### config.mk
export PLATFORM = sky130hd
export DESIGN_NAME = su2q_merge
export DESIGN_NICKNAME = d
export VERILOG_FILES = /design/src/rtl/su2q_pkg.sv /design/src/rtl/su2q_merge.sv
export SDC_FILE = /design/constraint.sdc
export NUM_CORES = 1
export LEC_CHECK = 0
export CAP_MARGIN = 25
export CORE_AREA = 2 2 167 169
export DETAILED_ROUTE_END_ITERATION = 12
export DIE_AREA = 0 0 169 171
export DONT_BUFFER_PORTS = 1
export PLACE_DENSITY = 0.42
export SLEW_MARGIN = 10
export SYNTH_ARGS = -nofsm -noshare
export SYNTH_HDL_FRONTEND = slang
export SYNTH_SLANG_ARGS = --single-unit
export TNS_END_PERCENT = 10
### constraint.sdc
create_clock -name clk -period 0.8 [get_ports clk]
set_input_delay 0.08 -clock clk [delete_from_list [all_inputs] [get_ports clk]]
set_output_delay 0.08 -clock clk [all_outputs]
set_load 0.1 [all_outputs]
### src/rtl/su2q_pkg.sv
// ============================================================================
// su2q_pkg: shared types and constants for the SU(2) quaternion ALU
// Number format, lane operand bundle, pipeline tag and opcode encoding.
// ============================================================================
package su2q_pkg;

    localparam int COMP_WIDTH = 32;
    localparam int FRAC_BITS  = COMP_WIDTH - 4;
    localparam int PROD_W     = 2 * COMP_WIDTH;
    localparam int PAIR_W     = PROD_W + 1;
    localparam int ACC_W      = PROD_W + 3;
    localparam int NUM_LANES  = 4;
    localparam int NUM_TERMS  = 4;

    // Clock edges from the start beat to the edge that takes the result.
    localparam int ACCEPT_TO_RESULT = 5;

    localparam logic [COMP_WIDTH-1:0] FIX_ONE = COMP_WIDTH'(1) << FRAC_BITS;
    localparam logic signed [ACC_W-1:0] ROUND_HALF = ACC_W'(1) << (FRAC_BITS - 1);
    localparam logic [COMP_WIDTH-1:0] SAT_MAX = {1'b0, {(COMP_WIDTH-1){1'b1}}};
    localparam logic [COMP_WIDTH-1:0] SAT_MIN = {1'b1, {(COMP_WIDTH-1){1'b0}}};

    typedef enum logic [2:0] {
        FUNC_SUM   = 3'd0,
        FUNC_PROD  = 3'd1,
        FUNC_SCALE = 3'd2,
        FUNC_CONJ  = 3'd3,
        FUNC_DET   = 3'd4,
        FUNC_TRACE = 3'd5
    } func_t;

    // Four signed products summed by one lane; sub negates a product.
    typedef struct packed {
        logic [NUM_TERMS-1:0][COMP_WIDTH-1:0] x;
        logic [NUM_TERMS-1:0][COMP_WIDTH-1:0] y;
        logic [NUM_TERMS-1:0]                 sub;
    } lane_op_t;

    typedef struct packed {
        logic valid;
        logic is_scalar;
    } tag_t;

endpackage

### src/rtl/su2q_merge.sv
// ============================================================================
// su2q_merge: round, saturate and merge the lane results
// Drops the fraction bits, clamps each lane to the component range, steers
// lane zero to the scalar port for determinant and trace, ORs the overflows.
// ============================================================================
module su2q_merge (
    input  logic                                                clk,
    input  logic                                                rst_n,
    input  su2q_pkg::tag_t                                      tag,
    input  logic [su2q_pkg::NUM_LANES-1:0][su2q_pkg::ACC_W-1:0] acc,
    output logic                                                done,
    output logic [su2q_pkg::NUM_LANES-1:0][su2q_pkg::COMP_WIDTH-1:0] r,
    output logic [su2q_pkg::COMP_WIDTH-1:0]                     scalar,
    output logic                                                overflow
);

    logic signed [su2q_pkg::ACC_W-1:0]                         shifted [su2q_pkg::NUM_LANES];
    logic [su2q_pkg::NUM_LANES-1:0][su2q_pkg::COMP_WIDTH-1:0]  val;
    logic [su2q_pkg::NUM_LANES-1:0]                            sat;
    logic [su2q_pkg::NUM_LANES-1:0][su2q_pkg::COMP_WIDTH-1:0]  r_next;
    logic [su2q_pkg::COMP_WIDTH-1:0]                           scalar_next;
    logic                                                      done_reg;
    logic [su2q_pkg::NUM_LANES-1:0][su2q_pkg::COMP_WIDTH-1:0]  r_reg;
    logic [su2q_pkg::COMP_WIDTH-1:0]                           scalar_reg;
    logic                                                      overflow_reg;

    always_comb
    begin
        for (int l = 0; l < su2q_pkg::NUM_LANES; l++)
        begin
            shifted[l] = $signed(acc[l]) >>> su2q_pkg::FRAC_BITS;
            // Fits when every bit above the component sign matches it.
            sat[l] = !((&shifted[l][su2q_pkg::ACC_W-1:su2q_pkg::COMP_WIDTH-1])
                     || !(|shifted[l][su2q_pkg::ACC_W-1:su2q_pkg::COMP_WIDTH-1]));
            if (!sat[l])
            begin
                val[l] = shifted[l][su2q_pkg::COMP_WIDTH-1:0];
            end
            else if (shifted[l][su2q_pkg::ACC_W-1])
            begin
                val[l] = su2q_pkg::SAT_MIN;
            end
            else
            begin
                val[l] = su2q_pkg::SAT_MAX;
            end
        end

        if (tag.is_scalar)
        begin
            r_next      = '0;
            scalar_next = val[0];
        end
        else
        begin
            r_next      = val;
            scalar_next = '0;
        end
    end

    always_ff @(posedge clk or negedge rst_n)
    begin
        if (!rst_n)
        begin
            done_reg <= 1'b0;
        end
        else
        begin
            done_reg <= tag.valid;
        end
    end

    always_ff @(posedge clk)
    begin
        r_reg        <= r_next;
        scalar_reg   <= scalar_next;
        overflow_reg <= |sat;
    end

    assign done     = done_reg;
    assign r        = r_reg;
    assign scalar   = scalar_reg;
    assign overflow = overflow_reg;

endmodule

Word-level counts from Yosys, hierarchy flattened
Index checks and enable logic that the tools add are counted.

Logic and storage cells: 36. Bits of input ports: 272. Output and inout port bits: 162. Flip-flop bits (word level): 162.

Reduce and logical (&&, ||, !) cells: 21. Mux-type cells: 8.

Operators with widths (number): two-way mux 32 bit (8); AND reduction 8 bit (4); OR reduction 8 bit (4); logical NOT 1 bit (8); logical OR 1 bit (4); OR reduction 4 bit (1).

Longest topological paths before layout
Gate-level depths: netlist of the first run.

Word-level depth: 5. Depth in mapped cells: 5. Gate-level depth less buffers: 4.

Worst setup path after synthesis of the first run
OpenSTA, ideal clock, no wires.

Path kind: input-to-reg. From: in acc[61] in the netlist's numbering. To: reg r_reg (netlist bit r[0]). Arrival: 1204 ps. Setup slack: -518 ps. Path buffers: 1. Setup time: 114 ps. Data required time: 686 ps. Cell stages on the path: 5. Path through: or4_4 > nor4_2 > nor3_1 > buf_2 > a21o_1.

Longest elaborated chain between the ends: 4. Elaborated cells between the ends (all ways): 5. Classes of those cells: mux: 1; reduce/logical: 4.

Ends and longest elaborated chain: start, declared (line su2q_merge.sv:10) `input logic [su2q_pkg::NUM_LANES-1:0][su2q_pkg::ACC_W-1:0] acc,`; OR reduction 8 bit (line su2q_merge.sv:34) `|| !(|shifted[l][su2q_pkg::ACC_W-1:su2q_pkg::COMP_WIDTH-1]));`; logical NOT 1 bit (line su2q_merge.sv:34); logical OR 1 bit (*) (line su2q_merge.sv:34); two-way mux 32 bit (*) (line su2q_merge.sv:35) `if (!sat[l])`; end signal, assigned (line su2q_merge.sv:75) `r_reg <= r_next;`; end, declared (line su2q_merge.sv:23) `logic [su2q_pkg::NUM_LANES-1:0][su2q_pkg::COMP_WIDTH-1:0] r_reg;`.

Mark *: on every way between the ends. The rest lies on a longest branch, timed or not. A chain may end at the register's enable or synchronous reset.

Final worst setup path of the first run
From: reg done_reg (netlist: done). To: out done.

RTL lines: start, declared (line su2q_merge.sv:22) `logic done_reg;`; start signal, assigned (line su2q_merge.sv:69) `done_reg <= tag.valid;`; end, declared (line su2q_merge.sv:11) `output logic done,`.

No word-level cell between the ends.

==> results.tsv, run 1 <==
stage	metric	value	unit
outcome	status	complete, but fails checks	
outcome	failing checks	negative hold slack, negative setup slack	
setup_path	Crit Path Category	reg -> out	
timing	unrepaired setup endpoints after global routing	yes	
timing	Slew headroom	52.5	%
drt	Antenna Nets Post-Route	0	
final_layout	synthesis-to-finish area growth	124	%
floorplanning	die height	171	um
floorplanning	IO Pins	434	
job	Max Cap Viol	0	
final_layout	commonest non-fill, non-tap cell in the layout	buf_12	
floorplanning	Initial Util	17.9	%
timing	fmax	0.948	GHz
setup_path	critical path, cell by cell	buf_12	
global_route	initial antenna violation count	0	
timing	hold slack	-0.183	ns
yosys	post-synthesis sequential area ratio	66.4	%
global_route	first-pass GRT wire length	26.1	mm
floorplanning	die area	28900	um2
clock_network	CTS Buffer Depth	2	
floorplanning	Core Area	27300	um2
setup_path	critical path endpoint category	output pin	
power	P per Cell Area	2140	nW/um2
final_layout	fin nets	972	
clock_network	clock sink total	162	
global_route	GR Layer Usage met3	3.93	%
final_layout	layout cell share with drive strength beyond 1	56.9	%
yosys	Yosys Warn Count	0	
placement	I/O Buffers	0	
global_route	GR met1 Demand/Resource	12.8	%
clock_network	Worst-path clk slew	0.06	ns
drt	drt total wl	17.7	mm
floorplanning	die width	169	um
timing	Fin. Hold Viols	24	
placement	DP HPWL	12.8	mm
yosys	post-synthesis register bit count	162	
drt	vias	4208	
clock_network	htree depth	4	
final_layout	Ant. Diodes	0	
yosys	Synth area leaders	dfxtp_1 (66%), a21o_1 (24%), buf_2 (1.5%), buf_6 (1.4%), nand4_1 (1.0%)	
yosys	synthesized net count	663	
drt	number of remaining DRC errors	0	
timing	period utilization	132	%
drt	post-DR vias/cell	3.98	
timing	Tmin final	1.06	ns
clock_network	CTS tree	built	
clock_network	clk root buf	clkbuf_16	
yosys	Post-Syn Area per Cell	12.5	um2
setup_path	critical path required time	0.72	ns
setup_path	CP peak stage delay	0.40	ns
drt	wire per inst	16.7	um
global_route	M2 GR Usage	21.9	%
clock_network	hold buffers post-CTS	132	
floorplanning	num rows	61	
setup_path	arrival time of the worst setup path	0.98	ns
worst_hold_path	Tightest Hold Check Type	in -> reg	
drt	DRT iter0 DRCs	200	
setup_path	CP max stage cell	dfrtp_1	
setup_path	crit-path max FO	1	
clock_network	CTS buffer count	17	
timing	count of pins over their slew limit	0	
setup_path	Startpoint Class	flop	
final_layout	post-layout util	40.2	%
yosys	Netlist cell types	23	
global_route	total track usage	11.9	%
final_layout	commonest cells after routing, fill and taps aside	buf_12 (169), dfxtp_2 (161), a21o_1 (155)	
clock_network	post-CTS setup buffers	0	
drt	TritonRoute pass-1 iters	4	
yosys	leading area contributor after synthesis	dfxtp_1	
yosys	area share of the largest cell type after synthesis	65.9	%
timing	Worst-Margin Slew	0.710	ns
final_layout	Largest register FFs	128	
power	leakage power	0.00535	uW
placement	Final Wtd Congestion	0.767	
placement	Setup Slack @ Placement	-0.747	ns
setup_path	critical path's top delay family	flip-flops	
timing	Final Setup Violations	241	
power	maximum vdd drop	1100	uV
setup_path	CP bufs+invs	1	
global_route	vias in the first global route	4595	
yosys	Cells after Synth	391	
global_route	grt total ovfl	0	
timing	Worst Slack Setup Final	-0.255	ns
global_route	Most Crowded Layer GR	met2	
yosys	synthesized cell area	4890	um2
global_route	largest net degree at the start of global routing	32	
## routing by layer
layer | wire length (um) | vias up
met1 | 6680 | 2015
li1 | - | 1980
met3 | 1320 | 13
met2 | 9480 | 200
met4 | 221 | 0
met5 | 0 | -
## cells in the mapped netlist, drive strengths merged
| cell | count |
|---|---|
| buf | 22 |
| nor4 | 8 |
| a21boi | 1 |
| clkbuf | 9 |
| and2 | 1 |
| or4 | 1 |
| nand2 | 5 |
| a222oi | 1 |
| nand2b | 1 |
| dfrtp | 1 |
| a211oi | 3 |
| nand4 | 8 |
| nor3 | 1 |
| nor2b | 4 |
| dfxtp | 161 |
| or2 | 4 |
| a21o | 155 |
| nor3b | 1 |
| a21oi | 4 |
## cell families after synthesis
family	Yosys count	share of synthesized area, %
buffers and inverters	31	3.68
and+or+nand+nor	34	4.47
DFF	162	66.4
AOI/OAI and AO/OA	164	25.5
## power breakdown
group | total, uW | switching (uW) | internal (uW)
registers | 8990 | 374 | 8620
logic | 6380 | 3920 | 2460
clock network | 8080 | 3380 | 4700
total | 23400 | 7670 | 15800
## through the flow
stage | instance area [um2] | power, uW | TNS [ns] | instances
3_5_place_dp | 8750 | 14900 | -90.94 | 895
3_3_place_gp | 8720 | 14800 | -94.87 | 893
6_report | 11000 | 23400 | -46.18 | 1058
2_1_floorplan | 4890 | 12500 | -88.91 | 391
4_1_cts | 10900 | 23800 | -48.78 | 1058
5_1_grt | 11000 | 24300 | -55.96 | 1058
## worst paths after layout
kind                              end  cells past startpoint    from  slack (ns)
min in group asynchronous        done                      2   rst_n        0.42
max in group asynchronous        done                      2   rst_n        0.28
hold / removal             scalar[31]                      1  tag[0]       -0.18
setup / recovery                 done                      1    done       -0.26
## area by class of cell
| cell class | count | area, um2 |
|---|---|---|
| Sequential cell | 162 | 3450 |
| Timing Repair Buffer | 321 | 4890 |
| Clock inverter | 11 | 130 |
| Tap cell | 346 | 433 |
| Multi-Input combinational cell | 198 | 1620 |
| Fill cell | 2488 | 16400 |
| Clock buffer | 20 | 447 |
## timing repair
action | in CTS | in global routing
resized for setup | 176 | 6
pin swaps | 36 | 3
cloned | 0 | 0
endpoints found under the setup margin | 318 | 273
endpoints found under the hold margin | 162 | 28
(Power assumes the default switching activity.)
==> run 2, diff against run 1 <==
==> constraint.sdc (replaced) <==
create_clock -name clk -period 0.8 [get_ports clk]
set_input_delay 0 -clock clk [delete_from_list [all_inputs] [get_ports clk]]
set_output_delay 0 -clock clk [all_outputs]
set_load 0.1 [all_outputs]
==> results.tsv, run 2 (synthesis gave the netlist of run 1 again) <==
stage	metric	value	unit	change
global_route	largest net degree at the start of global routing	32		unchanged
timing	count of pins over their slew limit	0		unchanged
timing	fmax	1.01	GHz	+6.5%
setup_path	critical path, cell by cell	buf_12		
power	maximum vdd drop	1150	uV	+4.3%
final_layout	Largest register FFs	128		unchanged
final_layout	Fill cells	2459		-1.2%
drt	drt total wl	18.2	mm	+2.9%
global_route	vias in the first global route	4519		-1.7%
timing	unrepaired setup endpoints after global routing	yes		
final_layout	area of the multi-input gates	1590	um2	-1.8%
final_layout	layout cell share with drive strength beyond 1	57.0	%	+0.14 points
timing	Worst-Margin Slew	0.726	ns	+0.0164 ns
outcome	failing checks	negative hold slack, negative setup slack		
timing	Fin. Hold Viols	15		-38%
power	Switching Share	32.3	%	-0.38 points
global_route	first-pass GRT wire length	25.7	mm	-1.3%
final_layout	synthesis-to-finish area growth	126	%	
timing	hold slack	-0.146	ns	+0.0366 ns
drt	post-DR vias/cell	4.02		+0.95%
power	P per Cell Area	2140	nW/um2	+0.24%
clock_network	clk root buf	clkbuf_16		
timing	Worst Slack Setup Final	-0.191	ns	+0.0648 ns
floorplanning	Core Area	27300	um2	unchanged
clock_network	clock sink total	162		unchanged
drt	TritonRoute pass-1 iters	4		unchanged
setup_path	CP peak stage delay	0.40	ns	about the same
setup_path	crit-path max FO	1		unchanged
timing	Slew headroom	51.4	%	-1.1 points
power	Clk network pwr share	34.8	%	+0.4 points
global_route	grt total ovfl	0		unchanged
drt	vias	4276		+1.6%
final_layout	Reg area	3450	um2	unchanged
final_layout	fin nets	978		+0.62%
setup_path	Crit Path Category	reg -> out		
clock_network	htree depth	4		unchanged
drt	wire per inst	17.1	um	+2.2%
final_layout	commonest cells after routing, fill and taps aside	buf_12 (171), dfxtp_2 (161), a21o_1 (155)		
clock_network	CTS buffer count	17		unchanged
power	register share of total power	38.0	%	-0.4 points
timing	Tmin final	0.991	ns	-0.0648 ns
power	combinational share of power	27.2	%	about the same
floorplanning	die height	171	um	unchanged
drt	Antenna Nets Post-Route	0		unchanged
clock_network	CTS Buffer Depth	2		unchanged
clock_network	Worst-path clk slew	0.06	ns	about the same
floorplanning	die area	28900	um2	unchanged
floorplanning	IO Pins	434		unchanged
worst_hold_path	Tightest Hold Check Type	in -> reg		
placement	DP HPWL	12.8	mm	-0.21%
floorplanning	num rows	61		unchanged
timing	Final Setup Violations	225		-6.6%
setup_path	arrival time of the worst setup path	0.99	ns	about the same
drt	number of remaining DRC errors	0		unchanged
floorplanning	die width	169	um	unchanged
setup_path	critical path endpoint category	output pin		
setup_path	critical path's top delay family	flip-flops		
floorplanning	Initial Util	17.9	%	unchanged
placement	I/O Buffers	0		unchanged
setup_path	Startpoint Class	flop		
final_layout	post-layout util	40.5	%	+0.33 points
power	Net Switching	7660	uW	-0.11%
final_layout	Ant. Diodes	0		unchanged
drt	DRT iter0 DRCs	240		+20%
setup_path	CP max stage cell	dfrtp_1		
placement	Final Wtd Congestion	0.767		unchanged
power	leakage power	0.00539	uW	+0.89%
placement	Setup Slack @ Placement	-0.666	ns	+0.0806 ns
outcome	status	complete, but fails checks		
power	Int Pwr	16000	uW	+1.6%
job	Max Cap Viol	0		unchanged
setup_path	CP bufs+invs	1		unchanged
clock_network	CTS tree	built		
global_route	initial antenna violation count	0		unchanged
final_layout	commonest non-fill, non-tap cell in the layout	buf_12		
timing	period utilization	124	%	-8.1 points
global_route	total track usage	11.9	%	+0.046 points
setup_path	critical path required time	0.80	ns	+0.08 ns
timing	Final TNS setup	-27.96	ns	+18.22 ns
==> run 2: per-stage QoR <==
| stage | instances | area (um2) | power (uW) |
|---|---|---|---|
| finish | 1065 | 11100 | 23700 |
| global route | 1065 | 11100 | 24600 |
| CTS | 1059 | 10900 | 24000 |
| detailed placement | 895 | 8750 | 14900 |
| global placement | 893 | 8720 | 14800 |
| floorplan | 391 | 4890 | 12500 |
==> run 2: per-layer routing <==
| layer | up-vias | part of all wire (%) | global-route usage [%] |
|---|---|---|---|
| met5 | - | 0 | 0 |
| met4 | 0 | 1.7 | 4.87 |
| met3 | 16 | 7.7 | 4.02 |
| met2 | 214 | 52 | 20.8 |
| met1 | 2050 | 38 | 13.3 |
| li1 | 1996 | - | - |
==> run 2: power groups by stage <==
stage / Sequential [uW] / Combinational (uW) / Clock [uW]
finish: 9000 / 6450 / 8250
CTS: 9000 / 6430 / 8550
global placement: 9070 / 5740 / 0
floorplan: 12100 / 440 / 0
detailed placement: 9090 / 5780 / 0
global route: 9030 / 6610 / 8940
==> run 2: worst paths after layout <==
kind                       depth (start not counted)     start    end
max                                                1      done   done
min in group asynchronous                          2     rst_n   done
min                                                2  acc[200]  r[64]
max in group asynchronous                          2     rst_n   done
==> run 2: area by class of cell <==
class / instances / share of cell area [%]
Clock buffer: 23 / 4.41
Clock inverter: 9 / 0.939
Multi-Input combinational cell: 198 / 14.4
Sequential cell: 162 / 31.2
Tap cell: 346 / 3.91
Timing Repair Buffer: 327 / 45.1
==> run 2: timing repair <==
| action | in CTS | in global routing |
|---|---|---|
| setup endpoints to repair | 226 | 318 |
| cloned | 0 | 2 |
| hold buffers | 132 | 1 |
| endpoints found under the hold margin | 162 | 33 |
| resized for setup | 169 | 11 |
| pin swaps | 5 | 9 |
| buffers inserted | 0 | 3 |
