<file path="config.mk">
export PLATFORM = sky130hd
export DESIGN_NAME = su2q_route
export DESIGN_NICKNAME = d
export VERILOG_FILES = /design/src/rtl/su2q_pkg.sv /design/src/rtl/su2q_route.sv
export SDC_FILE = /design/constraint.sdc
export NUM_CORES = 1
export LEC_CHECK = 0
export ABC_AREA = 1
export BUFFER_PORTS_ARGS = -buffer_cell sky130_fd_sc_hd__buf_4
export CORE_AREA = 10 10 527 529
export CTS_CLUSTER_DIAMETER = 150
export DETAILED_ROUTE_END_ITERATION = 12
export DIE_AREA = 0 0 537 539
export SYNTH_ARGS = -nofsm -noshare
export SYNTH_HDL_FRONTEND = slang
export SYNTH_SLANG_ARGS = --single-unit
</file>
<file path="constraint.sdc">
create_clock -name clk -period 0.8 [get_ports clk]
set_clock_uncertainty 0.1 [all_clocks]
set_input_delay 0.12 -clock clk [delete_from_list [all_inputs] [get_ports clk]]
set_output_delay 0.12 -clock clk [all_outputs]
set_load 0.1 [all_outputs]
</file>
<file path="src/rtl/su2q_pkg.sv">
// ============================================================================
// su2q_pkg: shared types and constants for the SU(2) quaternion ALU
// Number format, lane operand bundle, pipeline tag and opcode encoding.
// ============================================================================
package su2q_pkg;

    localparam int COMP_WIDTH = 32;
    localparam int FRAC_BITS  = COMP_WIDTH - 4;
    localparam int PROD_W     = 2 * COMP_WIDTH;
    localparam int PAIR_W     = PROD_W + 1;
    localparam int ACC_W      = PROD_W + 3;
    localparam int NUM_LANES  = 4;
    localparam int NUM_TERMS  = 4;

    // Clock edges from the start beat to the edge that takes the result.
    localparam int ACCEPT_TO_RESULT = 5;

    localparam logic [COMP_WIDTH-1:0] FIX_ONE = COMP_WIDTH'(1) << FRAC_BITS;
    localparam logic signed [ACC_W-1:0] ROUND_HALF = ACC_W'(1) << (FRAC_BITS - 1);
    localparam logic [COMP_WIDTH-1:0] SAT_MAX = {1'b0, {(COMP_WIDTH-1){1'b1}}};
    localparam logic [COMP_WIDTH-1:0] SAT_MIN = {1'b1, {(COMP_WIDTH-1){1'b0}}};

    typedef enum logic [2:0] {
        FUNC_SUM   = 3'd0,
        FUNC_PROD  = 3'd1,
        FUNC_SCALE = 3'd2,
        FUNC_CONJ  = 3'd3,
        FUNC_DET   = 3'd4,
        FUNC_TRACE = 3'd5
    } func_t;

    // Four signed products summed by one lane; sub negates a product.
    typedef struct packed {
        logic [NUM_TERMS-1:0][COMP_WIDTH-1:0] x;
        logic [NUM_TERMS-1:0][COMP_WIDTH-1:0] y;
        logic [NUM_TERMS-1:0]                 sub;
    } lane_op_t;

    typedef struct packed {
        logic valid;
        logic is_scalar;
    } tag_t;

endpackage

</file>
<file path="src/rtl/su2q_route.sv">
// ============================================================================
// su2q_route: opcode decode and operand routing
// Maps each opcode onto four sum-of-products lanes and registers the result.
// Exact operations use products with fixed-point one, so rounding is a no-op.
// ============================================================================
module su2q_route (
    input  logic                                                  clk,
    input  logic                                                  rst_n,
    input  logic                                                  take,
    input  logic [2:0]                                            func,
    input  logic [su2q_pkg::COMP_WIDTH-1:0]                       b0,
    input  logic [su2q_pkg::COMP_WIDTH-1:0]                       b1,
    input  logic [su2q_pkg::COMP_WIDTH-1:0]                       b2,
    input  logic [su2q_pkg::COMP_WIDTH-1:0]                       b3,
    input  logic [su2q_pkg::COMP_WIDTH-1:0]                       c0,
    input  logic [su2q_pkg::COMP_WIDTH-1:0]                       c1,
    input  logic [su2q_pkg::COMP_WIDTH-1:0]                       c2,
    input  logic [su2q_pkg::COMP_WIDTH-1:0]                       c3,
    input  logic [su2q_pkg::COMP_WIDTH-1:0]                       k_re,
    input  logic [su2q_pkg::COMP_WIDTH-1:0]                       k_im,
    output su2q_pkg::lane_op_t [su2q_pkg::NUM_LANES-1:0]          lane_op,
    output su2q_pkg::tag_t                                        tag
);

    // Product index tables: lane, term -> component of b, component of c.
    localparam logic [1:0] PROD_B [4][4] = '{
        '{2'd0, 2'd1, 2'd2, 2'd3},
        '{2'd0, 2'd1, 2'd3, 2'd2},
        '{2'd0, 2'd2, 2'd1, 2'd3},
        '{2'd0, 2'd3, 2'd2, 2'd1}
    };
    localparam logic [1:0] PROD_C [4][4] = '{
        '{2'd0, 2'd1, 2'd2, 2'd3},
        '{2'd1, 2'd0, 2'd2, 2'd3},
        '{2'd2, 2'd0, 2'd3, 2'd1},
        '{2'd3, 2'd0, 2'd1, 2'd2}
    };
    localparam logic [3:0] PROD_SUB [4] = '{4'b1110, 4'b1000, 4'b1000, 4'b1000};

    logic [3:0][su2q_pkg::COMP_WIDTH-1:0]              bv;
    logic [3:0][su2q_pkg::COMP_WIDTH-1:0]              cv;
    su2q_pkg::lane_op_t [su2q_pkg::NUM_LANES-1:0]      lane_op_next;
    su2q_pkg::lane_op_t [su2q_pkg::NUM_LANES-1:0]      lane_op_reg;
    su2q_pkg::tag_t                                    tag_next;
    su2q_pkg::tag_t                                    tag_reg;

    assign bv = {b3, b2, b1, b0};
    assign cv = {c3, c2, c1, c0};

    always_comb
    begin
        lane_op_next = '0;
        unique case (func)
            su2q_pkg::FUNC_SUM:
            begin
                for (int l = 0; l < su2q_pkg::NUM_LANES; l++)
                begin
                    lane_op_next[l].x[0] = bv[l];
                    lane_op_next[l].y[0] = su2q_pkg::FIX_ONE;
                    lane_op_next[l].x[1] = cv[l];
                    lane_op_next[l].y[1] = su2q_pkg::FIX_ONE;
                end
            end
            su2q_pkg::FUNC_PROD:
            begin
                for (int l = 0; l < su2q_pkg::NUM_LANES; l++)
                begin
                    for (int t = 0; t < su2q_pkg::NUM_TERMS; t++)
                    begin
                        lane_op_next[l].x[t]   = bv[PROD_B[l][t]];
                        lane_op_next[l].y[t]   = cv[PROD_C[l][t]];
                        lane_op_next[l].sub[t] = PROD_SUB[l][t];
                    end
                end
            end
            su2q_pkg::FUNC_SCALE:
            begin
                for (int l = 0; l < su2q_pkg::NUM_LANES; l++)
                begin
                    lane_op_next[l].x[0]   = k_re;
                    lane_op_next[l].y[0]   = cv[l];
                    lane_op_next[l].x[1]   = k_im;
                    lane_op_next[l].y[1]   = cv[3 - l];
                    lane_op_next[l].sub[1] = (l < 2);
                end
            end
            su2q_pkg::FUNC_CONJ:
            begin
                for (int l = 0; l < su2q_pkg::NUM_LANES; l++)
                begin
                    lane_op_next[l].x[0]   = bv[l];
                    lane_op_next[l].y[0]   = su2q_pkg::FIX_ONE;
                    lane_op_next[l].sub[0] = (l != 0);
                end
            end
            su2q_pkg::FUNC_DET:
            begin
                for (int t = 0; t < su2q_pkg::NUM_TERMS; t++)
                begin
                    lane_op_next[0].x[t] = bv[t];
                    lane_op_next[0].y[t] = bv[t];
                end
            end
            su2q_pkg::FUNC_TRACE:
            begin
                lane_op_next[0].x[0] = b0;
                lane_op_next[0].y[0] = su2q_pkg::FIX_ONE;
                lane_op_next[0].x[1] = b0;
                lane_op_next[0].y[1] = su2q_pkg::FIX_ONE;
            end
            default:
            begin
                // Unused opcodes: all lanes stay zero.
                lane_op_next = '0;
            end
        endcase
    end

    always_comb
    begin
        tag_next.valid     = take;
        tag_next.is_scalar = (func == su2q_pkg::FUNC_DET) || (func == su2q_pkg::FUNC_TRACE);
    end

    always_ff @(posedge clk or negedge rst_n)
    begin
        if (!rst_n)
        begin
            tag_reg <= '0;
        end
        else
        begin
            tag_reg <= tag_next;
        end
    end

    always_ff @(posedge clk)
    begin
        lane_op_reg <= lane_op_next;
    end

    assign lane_op = lane_op_reg;
    assign tag     = tag_reg;

endmodule

</file>
Word level (Yosys, flattened, before mapping)

Cells that the tools add are included.

Equal/unequal tests: 5
Mux-type cells: 22
Reductions and logical operators: 8

Operators with widths:

| operator                                                               | count |
|---|---|
| 32-bit one-hot mux with 3 select lines                                 | 9 |
| 32-bit one-hot mux with 2 select lines                                 | 5 |
| 32-bit one-hot mux with 4 select lines                                 | 2 |
| 64-bit one-hot mux with 2 select lines                                 | 1 |
| 2-bit OR reduction                                                     | 4 |
| 3-bit by 2-bit equality test with 1-bit output (second input constant) | 2 |
| 3-bit equality test (second input constant)                            | 2 |
| 5-bit OR reduction                                                     | 1 |
| 2-bit 2-to-1 mux                                                       | 2 |
| 3-bit by 1-bit equality test with 1-bit output (second input constant) | 1 |
| 3-bit logical NOT                                                      | 1 |
| 1-bit 2-to-1 mux                                                       | 3 |
| 3-bit OR reduction                                                     | 1 |
| 1-bit logical OR                                                       | 1 |

Output and inout bits: 1042
Bits of input ports: 326
Word-level logic and storage cells: 66
Bits in registers: 844

Logic depth before layout (Yosys ltp)

Gate-level depths: netlist of run 1.

Depth in word-level cells: 3
Mapped depth: 9

Worst setup path after synthesis of run 1

No wires, ideal clock.

Kind: register to output
From: reg lane_op[2] (netlist name)
To: out lane_op[263] in the netlist's numbering
Required time: 0.580 ns
Stages on the path, launching flop included: 2
Slack: -0.830 ns
Data arrival time: 1.410 ns
Path buffers: 1
Cell sequence: dfxtp_1 -> buf_4

RTL lines:

| item          | RTL line         | source |
|---|---|---|
| end, declared | su2q_route.sv:21 | `output su2q_pkg::lane_op_t [su2q_pkg::NUM_LANES-1:0] lane_op,` |

==> results.ini, run 1 <==
[cells_and_area]
largest_reg_flops = 836
area_growth_pct = 148
drive_gt1_share_pct = 58.3
layout.nets = 5037
instances_no_fill = 8359
finish.utilization_pct = 24.5

[yosys]
ys_warn_count = 0
synthTopCellsByCount = 836 x dfxtp_1, 483 x nand2_1, 413 x inv_1
synth_enable_flop_cells = 0
synth_ff_type = dfxtp_1
ys_types = 22
synth_area_leaders = dfxtp_1 63%, nand2_1 6.9%, buf_4 6.2%
yosysTopAreaCellShare_pct = 63.4
async_reset_ff_share_pct = 0.239
synth_most_common_cell = dfxtp_1
ys_seq_elements = 838
synth_area_um2 = 26400
avgSynthCellArea_um2 = 9.23
syn_inst = 2858
synth_largest_area_cell = dfxtp_1
seq_area_frac_synth_pct = 63.6

[sta]
setup_slack_ns = -0.983
setup_violations = 1053
tightest_slew_ns = 0.612
rsz0062_at_grt = true
finalHoldViolations = 90
slew_viol_final = 0
max-slew-margin-rel_pct = 59.1
fin_crit_ns = 1.78
whs_ns = -0.176
fmax_ghz = 0.561
finalCritPeriodShare_pct = 223

[critical_path]
slowest_delay_ns = 0.45
cp_data_required_time_ns = 0.58
cp_top_family = flip-flops
critPathMaxFanout = 2
cpMaxStageDelayCell = dfxtp_4
start_kind = flop
critPathArrivalTime_ns = 1.56
crit_type = reg2out
crit_buf_inv = 2
worstSetupEndpointType = primary output
crit_start = lane_op[864]$_SDFF_PP0_
cp_cell_sequence = buf_6 -> buf_12

[placed_design]
numPortBuffers = 1361
pre_cts_ws_ns = -1.02
dpl.hpwl_um = 227000
dp.cells = 7799
gp_congestion = 0.927

[grt]
grt_max_degree = 45
grt_antenna_before_repair = 18
grt_pass1_vias = 31600
grt-ovfl-total = 0
grtUsageTotal_pct = 18.2
grt_pass1_wl_um = 346000

[pwr]
totalPowerFinal_mw = 143
irDropWorstVdd_mv = 1.80
power_density_nw_per_um2 = 2180
leakage_nw = 28.9

[cts]
cts_made_buffers = 108
clk_pin_slew_ns = 0.06
cts_sinks = 838
cts.path.max_buffers = 4
cts_tree = built
root_buffer = clkbuf_16
htree_levels = 3

[run_status]
status = finished with violations
violations = hold timing, setup timing

[min_path]
hold_path.class = in2reg
min_from = func[0]

[floorplanning]
initial_core_util_pct = 9.89
pin_count = 1368
dieHeight_um = 539
die_width_um = 537
die_area_um2 = 289000
rows = 190
core_um2 = 267000

[route]
drt-pass1-iter-count = 7
num_vias = 29800
drtAntennaViolNets = 0
drtIter0Drc = 3228
route.detailed.drc = 0
drt_wl_total_um = 276000
vias_per_cell = 3.56
routedWlPerCell_um = 33.1

[run]
maxCapViolations = 0

metal layers:
layer  GRT usage [%]  wire, um  vias to the layer above
li1                -         -                    12500
met1            20.8    104000                    14600
met2            28.9    123000                     2268
met3            9.78     38300                      436
met4            5.84     10300                        2
met5               0        13                        -
final cells by class:
type	count	area, um^2
Clock inverter	62	701
Tap cell	3552	4440
Inverter	420	1610
Antenna cell	7	17.5
Multi-Input combinational cell	1271	6040
Clock buffer	137	2960
Timing Repair Buffer	2072	31300
Sequential cell	838	18500
Fill cell	27400	201000
through the flow:
stage,instance area [um^2],TNS [ns]
2_1_floorplan,29700,-503.62
3_3_place_gp,50600,-640.03
3_5_place_dp,50600,-650.45
4_1_cts,65300,-922.65
5_1_grt,65500,-903.06
6_report,65500,-836.95
cell families after synthesis:
logic type | after synthesis | share of synthesized area, %
buffers and inverters | 754 | 14.3
other | 1 | 0.0142
AOI/OAI and AO/OA | 284 | 6.87
and+or+nand+nor | 981 | 15.2
DFF | 838 | 63.6
power breakdown:
part | switching (mW) | total (mW) | internal, mW
Sequential | 2.72 | 46.8 | 44.0
Combinational | 29.3 | 44.0 | 14.8
Clock | 22.2 | 52.0 | 29.8
path summary, 6_finish.rpt:
path / endpoint / cells past startpoint
max in group asynchronous: tag[1]$_DFF_PN0_ / 3
worst min-delay path: lane_op[1]$_DFF_P_ / 4
min in group asynchronous: tag[0]$_DFF_PN0_ / 3
worst max-delay path: lane_op[636] / 2
layout by cell type, fill, tap and decap left out, drive strengths merged:
master and instances:
bufinv 10, nand4 20, nand2 487, clkinv 27
o21ai 64, nor2 268, conb 6, dlygate4sd3 330
dfrtp 2, o211ai 94, nand3b 2, dlymetal6s4s 2
bufbuf 2, clkinvlp 6, buf 1736, diode 7
o22ai 126, nand3 204, clkbuf 139, inv 439
dfxtp 836
tightest hold or removal path: stages:
cell,delay (ns)
buf_6,0.14
nand3_4,0.12
nand2_4,0.08
buf_6,0.17
what timing repair did:
action,in CTS,in global routing
pin swaps,4,5
endpoints found under the hold margin,838,185
gates resized for setup,2246,47
hold buffers,337,6
setup buffers,15,6
cloned,3,2
endpoints found under the setup margin,1095,1238
(Power assumes the default switching activity.)
==> run 2: changes to the inputs <==
Settings changed: ABC_AREA 1 to 0, CORE_AREA 10 10 527 529 to 10 10 525 527, DIE_AREA 0 0 537 539 to 0 0 535 537.
==> results.ini, run 2 <==
[placed_design]
gp_congestion = 0.868  ; -6.3%
numPortBuffers = 1361  ; unchanged
dp.cells = 7695  ; -1.3%
dpl.hpwl_um = 247000  ; +8.6%
pre_cts_ws_ns = -1.65  ; -0.629 ns

[route]
route.detailed.drc = 0  ; unchanged
drtIter0Drc = 2350  ; -27%
num_vias = 30900  ; +3.6%
vias_per_cell = 3.69  ; +3.5%
drtAntennaViolNets = 0  ; unchanged
routedWlPerCell_um = 36.8  ; +11%
drt-pass1-iter-count = 6  ; -1
drt_wl_total_um = 308000  ; +11%

[yosys]
yosysTopAreaCellShare_pct = 58.9  ; -4.6 points
async_reset_ff_share_pct = 0.239  ; unchanged
yosys.area_share.simple_pct = 12.6  ; -2.7 points
ys_types = 36  ; +64%
synth_area_um2 = 28400  ; +7.7%
synth_compound_area_share_pct = 15.2  ; +8.3 points
synth_top_family_by_area = compound AO/OA/AOI/OAI gates
ys_warn_count = 0  ; unchanged
synth_most_common_cell = dfxtp_1
seq_area_frac_synth_pct = 59.0  ; -4.6 points
synth_area_leaders = dfxtp_1 59%, and2_1 8.4%, buf_4 5.5%
synth_largest_area_cell = dfxtp_1
syn_inst = 2635  ; -7.8%
synth_enable_flop_cells = 0  ; unchanged
synthTopCellsByCount = 836 x dfxtp_1, 382 x and2_1, 210 x buf_4
ys_seq_elements = 838  ; unchanged
synth_ff_type = dfxtp_1
avgSynthCellArea_um2 = 10.8  ; +17%
synth-adder-area-share_pct = 0  ; unchanged
synth_mux_area_share_pct = 4.83  ; +4.8 points
synth_xor_area_share_pct = 0.0308  ; +0.031 points

[run]
maxCapViolations = 0  ; unchanged

[pwr]
power_density_nw_per_um2 = 2090  ; -4.2%
p_clk_share_pct = 36.0  ; -0.4 points
p_switching_mw = 56.3  ; +3.9%
p_comb_share_pct = 32.6  ; +1.8 points
leakage_nw = 29.6  ; +2.3%
p_sw_share_pct = 37.9  ; -0.059 points
pwr-share-seq_pct = 31.3  ; -1.5 points
irDropWorstVdd_mv = 1.73  ; -3.9%
p_int_mw = 92.3  ; +4.1%

[grt]
grt-ovfl-total = 0  ; unchanged
grt_pass1_wl_um = 383000  ; +11%
grt_antenna_before_repair = 41  ; +23
grt_max_degree = 55  ; +22%
grtUsageTotal_pct = 20.3  ; +2.2 points
grt_pass1_vias = 33400  ; +5.6%

[cells_and_area]
layout.nets = 5044  ; +0.14%
final_cell_mix = 1,151 x buf_12, 771 x buf_4, 576 x dfxtp_2
layout_commonest_cell = buf_12
instances_no_fill = 8370  ; +0.13%
largest_reg_flops = 836  ; unchanged
area_growth_pct = 150
fillCellCount = 26700  ; -2.5%
drive_gt1_share_pct = 67.5  ; +9.2 points

[sta]
fmax_ghz = 0.584  ; +4.1%
slew_viol_final = 0  ; unchanged
finalHoldViolations = 64  ; -29%
rsz0062_at_grt = true
setup_violations = 1813  ; +72%
max-slew-margin-rel_pct = 35.8  ; -23 points
tns_ns = -934.51  ; -97.56 ns
setup_slack_ns = -0.913  ; +0.0706 ns
finalCritPeriodShare_pct = 214  ; -8.8 points
tightest_slew_ns = 0.960  ; +0.349 ns
whs_ns = -0.174  ; +0.00217 ns
fin_crit_ns = 1.71  ; -0.0706 ns

[critical_path]
worstSetupEndpointType = primary output
cp_top_family = flip-flops
slowest_delay_ns = 0.46  ; about the same
start_kind = flop
critPathArrivalTime_ns = 1.49  ; -0.07 ns
crit_buf_inv = 1  ; -1
cp_data_required_time_ns = 0.58  ; about the same
cpMaxStageDelayCell = dfxtp_4
cp_cell_sequence = buf_8
crit_type = reg2out
critPathMaxFanout = 5  ; +3

[floorplanning]
rows = 189  ; -0.53%
die_area_um2 = 287000  ; -0.74%
pin_count = 1368  ; unchanged
initial_core_util_pct = 10.7  ; +0.86 points
core_um2 = 265000  ; -0.88%
dieHeight_um = 537  ; -0.37%
die_width_um = 535  ; -0.37%

[cts]
cts_tree = built
clk_pin_slew_ns = 0.06  ; about the same
htree_levels = 3  ; unchanged
cts_made_buffers = 107  ; -0.93%
cts.path.max_buffers = 3  ; -1
cts_sinks = 838  ; unchanged
root_buffer = clkbuf_16

[min_path]
hold_path.class = in2reg

[run_status]
violations = hold timing, setup timing
status = finished with violations

==> run 2: cell types whose count changed in the layout (fill, tap and decap cells not counted), moves of 166 or more <==
| cell | previous run | this run |
|---|---|---|
| buf_4 | 543 | 771 |
| nand2_1 | 470 | 140 |
| a22oi_1 | 0 | 166 |
| inv_1 | 412 | 3 |
| and2_1 | 0 | 372 |
| nand3_1 | 195 | 0 |
==> run 2: kinds of logic (layout without fill, tap and decap cells) <==
kind of cell    count (synthesis)  in the layout
compound gates                599            599
xor+xnor                        1              1
simple gates                  671            671
other cells                     1             30
flops                         838            838
mux                           123            123
buf+inv                       402           2575
==> run 2: layout make-up <==
class                   count  area [um^2]  share of cell area [%]
diodes                     24         60.1                  0.0844
repair buffers           2366        34500                    48.5
clock inverters            67          863                    1.21
flip-flops and latches    838        18500                    26.0
inverters                   5         26.3                  0.0369
multi-input cells        1400         9850                    13.8
clock buffers             137         2970                    4.17
well taps                3533         4420                    6.21
==> run 2: path summary, 6_finish.rpt <==
path | start | to | slack, ns | depth (start not counted)
min in group asynchronous | rst_n | tag[1]$_DFF_PN0_ | 0.10 | 3
max | lane_op[2]$_DFF_P_ | lane_op[263] | -0.91 | 1
max in group asynchronous | rst_n | tag[0]$_DFF_PN0_ | 0.38 | 3
min | k_im[10] | lane_op[694]$_DFF_P_ | -0.17 | 5
==> run 2: metal layers <==
metal	GRT usage, %	part of all wire, %	vias to the layer above
met1	20.4	34	15300
li1	-	-	13100
met4	10.4	5.8	12
met3	8.96	11	503
met5	0	0.025	-
met2	35.7	49	2041
==> run 2: power groups by stage <==
stage / Clock (mW) / Combinational (mW) / Sequential (mW)
2_1_floorplan: 0 / 7.32 / 61.9
3_3_place_gp: 0 / 42.4 / 46.5
3_5_place_dp: 0 / 42.3 / 46.4
4_1_cts: 54.9 / 48.5 / 46.6
5_1_grt: 56.4 / 49.6 / 46.7
6_report: 53.5 / 48.5 / 46.6
==> run 2: repair_timing <==
item	4_1_cts	5_1_grt
endpoints found under the setup margin	1362	1814
pin swaps	21	22
setup buffers	67	28
hold buffers	335	9
resized for setup	2397	102
endpoints found under the hold margin	838	105
cloned	31	5
==> run 2: stage by stage <==
step | utilization, % | total power, mW | area, um^2
floorplan | - | 69.2 | 32000
global placement | 20.3 | 88.8 | 53700
detailed placement | 20.3 | 88.8 | 53700
CTS | 26.6 | 150 | 70500
global route | 26.9 | 153 | 71100
finish | 26.9 | 149 | 71200
